===== src/rtl/core/assert_macros.svh =====
// Assertion macros for the RTL modules; chmi_ctrl uses them.
`ifndef ASSERT_MACROS_SVH
`define ASSERT_MACROS_SVH

// Clocked assertion with the reset held off.
`define ASSERT_CLK(label, prop, msg) \
    label: assert property (@(posedge i_clk) disable iff (!i_rst_n) (prop)) else $error(msg);

// Clocked assertion that also holds during reset.
`define ASSERT_ALWAYS(label, prop, msg) \
    label: assert property (@(posedge i_clk) (prop)) else $error(msg);

`endif


===== src/rtl/core/chmi_pkg.sv =====
`default_nettype none
package chmi_pkg;

    localparam int CAPACITY = 256;
    localparam int BUCKETS  = 512;
    localparam int IDX_W    = $clog2(CAPACITY);
    localparam int CNT_W    = IDX_W + 1;
    localparam int BKT_W    = $clog2(BUCKETS);

    localparam logic [31:0] MIX_C1 = 32'h85eb_ca6b;
    localparam logic [31:0] MIX_C2 = 32'hc2b2_ae35;

    typedef enum logic [3:0] {
        S_CLEAR,
        S_IDLE,
        S_MIX1,
        S_MIX2,
        S_MIX3,
        S_HEAD,
        S_HEAD_WAIT,
        S_CMP,
        S_LINK_WAIT,
        S_DONE
    } t_state;

    typedef struct packed {
        logic clear;
        logic load;
        logic mix1;
        logic mix2;
        logic mix3;
        logic head_rd;
        logic head_take;
        logic step;
        logic key_rd;
        logic wr_replace;
        logic wr_append;
        logic set_full;
    } t_cmd;

    typedef struct packed {
        logic clear_done;
        logic cur_valid;
        logic key_match;
        logic store_full;
    } t_status;

endpackage
`default_nettype wire


===== src/rtl/core/chmi_ctrl.sv =====
`default_nettype none
`include "assert_macros.svh"
module chmi_ctrl (
    input  wire              i_clk,
    input  wire              i_rst_n,
    input  wire              i_in_valid,
    output logic             o_in_ready,
    output logic             o_out_valid,
    input  wire              i_out_ready,
    input  chmi_pkg::t_status i_status,
    output chmi_pkg::t_cmd   o_cmd
);

    chmi_pkg::t_state r_state, n_state;
    logic r_out_valid, n_out_valid;

    always_ff @(posedge i_clk) begin
        if (!i_rst_n) begin
            r_state     <= chmi_pkg::S_CLEAR;
            r_out_valid <= 1'b0;
        end else begin
            r_state     <= n_state;
            r_out_valid <= n_out_valid;
        end
    end

    always_comb begin
        n_state     = r_state;
        n_out_valid = r_out_valid;
        o_cmd       = '0;
        o_in_ready  = 1'b0;
        if (r_out_valid && i_out_ready) begin
            n_out_valid = 1'b0;
        end
        unique case (r_state)
            chmi_pkg::S_CLEAR: begin
                o_cmd.clear = 1'b1;
                if (i_status.clear_done) begin
                    n_state = chmi_pkg::S_IDLE;
                end
            end
            chmi_pkg::S_IDLE: begin
                o_in_ready = 1'b1;
                if (i_in_valid) begin
                    o_cmd.load = 1'b1;
                    n_state    = chmi_pkg::S_MIX1;
                end
            end
            chmi_pkg::S_MIX1: begin
                o_cmd.mix1 = 1'b1;
                n_state    = chmi_pkg::S_MIX2;
            end
            chmi_pkg::S_MIX2: begin
                o_cmd.mix2 = 1'b1;
                n_state    = chmi_pkg::S_MIX3;
            end
            chmi_pkg::S_MIX3: begin
                o_cmd.mix3 = 1'b1;
                n_state    = chmi_pkg::S_HEAD;
            end
            chmi_pkg::S_HEAD: begin
                o_cmd.head_rd = 1'b1;
                n_state       = chmi_pkg::S_HEAD_WAIT;
            end
            chmi_pkg::S_HEAD_WAIT: begin
                o_cmd.head_take = 1'b1;
                n_state         = chmi_pkg::S_CMP;
            end
            chmi_pkg::S_CMP: begin
                if (r_out_valid && !i_out_ready) begin
                    n_state = chmi_pkg::S_CMP;
                end else if (i_status.cur_valid && i_status.key_match) begin
                    o_cmd.wr_replace = 1'b1;
                    n_state          = chmi_pkg::S_DONE;
                end else if (i_status.cur_valid) begin
                    o_cmd.step = 1'b1;
                    n_state    = chmi_pkg::S_LINK_WAIT;
                end else if (i_status.store_full) begin
                    o_cmd.set_full = 1'b1;
                    n_state        = chmi_pkg::S_DONE;
                end else begin
                    o_cmd.wr_append = 1'b1;
                    n_state         = chmi_pkg::S_DONE;
                end
            end
            chmi_pkg::S_LINK_WAIT: begin
                o_cmd.key_rd = 1'b1;
                n_state      = chmi_pkg::S_CMP;
            end
            chmi_pkg::S_DONE: begin
                n_out_valid = 1'b1;
                n_state     = chmi_pkg::S_IDLE;
            end
            default: begin
                n_state = chmi_pkg::S_IDLE;
            end
        endcase
    end

    assign o_out_valid = r_out_valid;

    `ASSERT_CLK(a_done_sets_valid, r_state == chmi_pkg::S_DONE |=> r_out_valid, "no result")
    `ASSERT_CLK(a_busy_not_ready, r_state != chmi_pkg::S_IDLE |-> !o_in_ready, "ready busy")
    `ASSERT_CLK(a_one_write, !(o_cmd.wr_replace && o_cmd.wr_append), "two writes")

endmodule
`default_nettype wire


===== config.mk =====
export PLATFORM = sky130hd
export DESIGN_NAME = chmi_ctrl
export DESIGN_NICKNAME = d
export VERILOG_FILES = /design/src/rtl/core/chmi_pkg.sv /design/src/rtl/core/chmi_ctrl.sv
export VERILOG_INCLUDE_DIRS = /design/src /design/src/rtl/core
export SDC_FILE = /design/constraint.sdc
export NUM_CORES = 1
export LEC_CHECK = 0
export BUFFER_PORTS_ARGS = -buffer_cell sky130_fd_sc_hd__buf_4
export CORE_AREA = 4 4 41 43
export CTS_CLUSTER_SIZE = 25
export DETAILED_ROUTE_END_ITERATION = 8
export DIE_AREA = 0 0 45 47
export PLACE_DENSITY = 0.6
export REMOVE_ABC_BUFFERS = 1
export SLEW_MARGIN = 25
export SYNTH_ARGS = -nofsm -noshare
export SYNTH_HDL_FRONTEND = slang
export SYNTH_SLANG_ARGS = --single-unit

===== constraint.sdc =====
create_clock -name i_clk -period 1.7 [get_ports i_clk]
set_input_delay 0.17 -clock i_clk [delete_from_list [all_inputs] [get_ports i_clk]]
set_output_delay 0.17 -clock i_clk [all_outputs]
set_load 0.03 [all_outputs]

==> results.tsv <==
metric	value	unit
status	completed	
postSynth.asyncResetShare	0	%
io_buffers	21	
h-tree-depth	1	
die-width	45	um
peakVddDrop	0.000411	V
antenna_found_initial	0	
final_cells	93	
synth_edf_count	0	
grt_max_degree	13	
design.core.area	1300	um^2
grt_pass1_wl	1670	um
path_clk_slew	0.05	ns
synth_top_area_share	25.2	%
fp-row-count	13	
min_period	1.64	ns
cts_tree	yes	
layout.nets	87	
viasPerCell	4.75	
p_sw	139	uW
max_slew_margin	74.1	%
power_frac_comb	34.9	%
place_inst	89	
synthCells	53	
place_ws	0.316	ns
hp-class	input port to register	
wl_per_cell	11.2	um
use_met1	14.4	%
synthTopCellsByArea	dfxtp_1 (25%), nor3_1 (8.8%), nor2_1 (6.6%)	
seq_power_share	31.5	%
use_met3	2.30	%
synth-seq-cells	5	
fp.dieH	47	um
fmax	0.610	GHz
first_iter_violations	4	
crit_chain	nand2b_4, or3_4, nor3b_2, buf_4	
cts-root-buf	clkbuf_4	
critical_path_arrival	1.47	ns
synth_common_cells	nor2_1 (7), nor3_1 (7), dfxtp_1 (5)	
drt_wl_total	1040	um
grt_use_total	10.7	%
hold_violations	0	
cp.required	1.53	ns
ioPinCount	22	
grt.met2_usage	16.1	%
tightest_slew	0.385	ns
clock_sinks	5	
rsz0062_at_grt	false	
synth_cell_type_count	25	
yosys_warnings	0	
slowest_delay	0.42	ns
drv_cap	0	
areaGrowthSynthToFinish	53.9	%
dieArea	2120	um^2
power_frac_clock	33.6	%
finalCritPeriodShare	96.4	%
power.density	677	nW/um^2
initial_core_util	30.5	%
overflow	0	
cp_top_family	simple AND/OR/NAND/NOR gates	
via_count	442	
criticalPathCategory	register to output port	
syn_area_per_cell	7.48	um^2
ant_nets	0	
syn_area	397	um^2
finalWeightedCongestion	0.753	
cp_slowest_cell	or3_4	
path_buf_inv	1	
slew_violations	0	
power.leakage	0.000282	uW
antenna_cells	0	
synth_ff_type	dfxtp_1	
cts-buffers-inserted	3	
setup_ws	0.0613	ns
clk_path_buf_depth	2	
insertion_delay	0.24	ns
drc	0	
drt_first_pass_iters	4	
grt_busiest_layer	met2	
swShare	33.6	%
drive_above_1_share	43.6	%
endpoint_kind	output port	
grt_pass1_vias	384	
final-setup-viol-count	0	
synth_area_leader_cell	dfxtp_1	
power.internal	274	uW
dp_hpwl	837	um
synth_seq_area_share	25.2	%
skew	0.00433	ns
cp-start-kind	register	
critPathMaxFanout	5	
state kept, by name (all words and copies together) (netlist names):
name and cells:
o_out_valid 1, r_state 4
power groups by stage:
stage / clock (uW) / sequential [uW] / combinational (uW)
final: 139 / 130 / 144
after global routing: 152 / 131 / 157
after CTS: 143 / 129 / 144
after detailed placement: 0 / 131 / 144
after global placement: 0 / 132 / 145
after floorplan: 0 / 143 / 73.5
final cells by class:
| class | instances | area [um^2] |
|---|---|---|
| clock buffers | 4 | 26.3 |
| fillers | 146 | 691 |
| inverters | 4 | 15.0 |
| multi-input cells | 40 | 260 |
| flip-flops and latches | 5 | 103 |
| well taps | 15 | 18.8 |
| repair buffers | 25 | 188 |
path summary, 6_finish.rpt:
| check | from | endpoint | slack (ns) | cells after the start |
|---|---|---|---|---|
| worst max-delay path | r_state[3]$_SDFFE_PN0P_ | o_cmd[0] | 0.06 | 4 |
| worst min-delay path | i_rst_n | r_state[1]$_SDFFE_PN0P_ | 0.17 | 2 |
| worst max register to register | r_state[0]$_SDFFE_PN0P_ | r_state[0]$_SDFFE_PN0P_ | 0.48 | 4 |
| worst min register to register | o_out_valid$_SDFFE_PN0P_ | o_out_valid$_SDFFE_PN0P_ | 0.56 | 3 |
repair_timing:
item,4_1_cts,5_1_grt
endpoints found under the hold margin,0,0
resized for setup,0,3
buffers inserted,0,0
hold buffers,0,0
endpoints found under the setup margin,0,4
layer usage:
metal  up-vias  share of wire, %
li1        235                 -
met1       199                45
met2         8                50
met3         0               5.3
met4         0                 0
met5         -                 0
layout by cell type, fill, tap and decap left out, types with 2 or more instances in the layout:
cell / Yosys / routed
clkbuf_4: 0 / 3
a211oi_1: 2 / 2
nand2b_1: 3 / 3
a21o_1: 2 / 2
nand2_1: 3 / 3
buf_4: 0 / 25
nor2_1: 7 / 7
nor2b_1: 2 / 2
inv_1: 4 / 4
nor3_1: 7 / 6
dfxtp_2: 0 / 2
dfxtp_1: 5 / 3
kinds of logic after synthesis:
group	count (synthesis)	share of synthesized area, %
AOI/OAI and AO/OA	10	18.9
muxes	1	2.52
buffers and inverters	8	10.4
DFF	5	25.2
and+or+nand+nor	29	42.9
metrics by stage:
stage | utilization (%) | setup TNS, ns | power (uW) | cell area, um^2 | hold slack [ns]
after floorplan | - | -0.820 | 216 | 370 | 0.296
after global placement | 44.3 | 0 | 277 | 577 | 0.401
after detailed placement | 44.3 | 0 | 275 | 577 | 0.411
after CTS | 46.3 | 0 | 417 | 603 | 0.161
after global routing | 46.9 | 0 | 440 | 611 | 0.177
final | 46.9 | 0 | 413 | 611 | 0.171
Note: power is estimated with default switching activity, not from simulation.
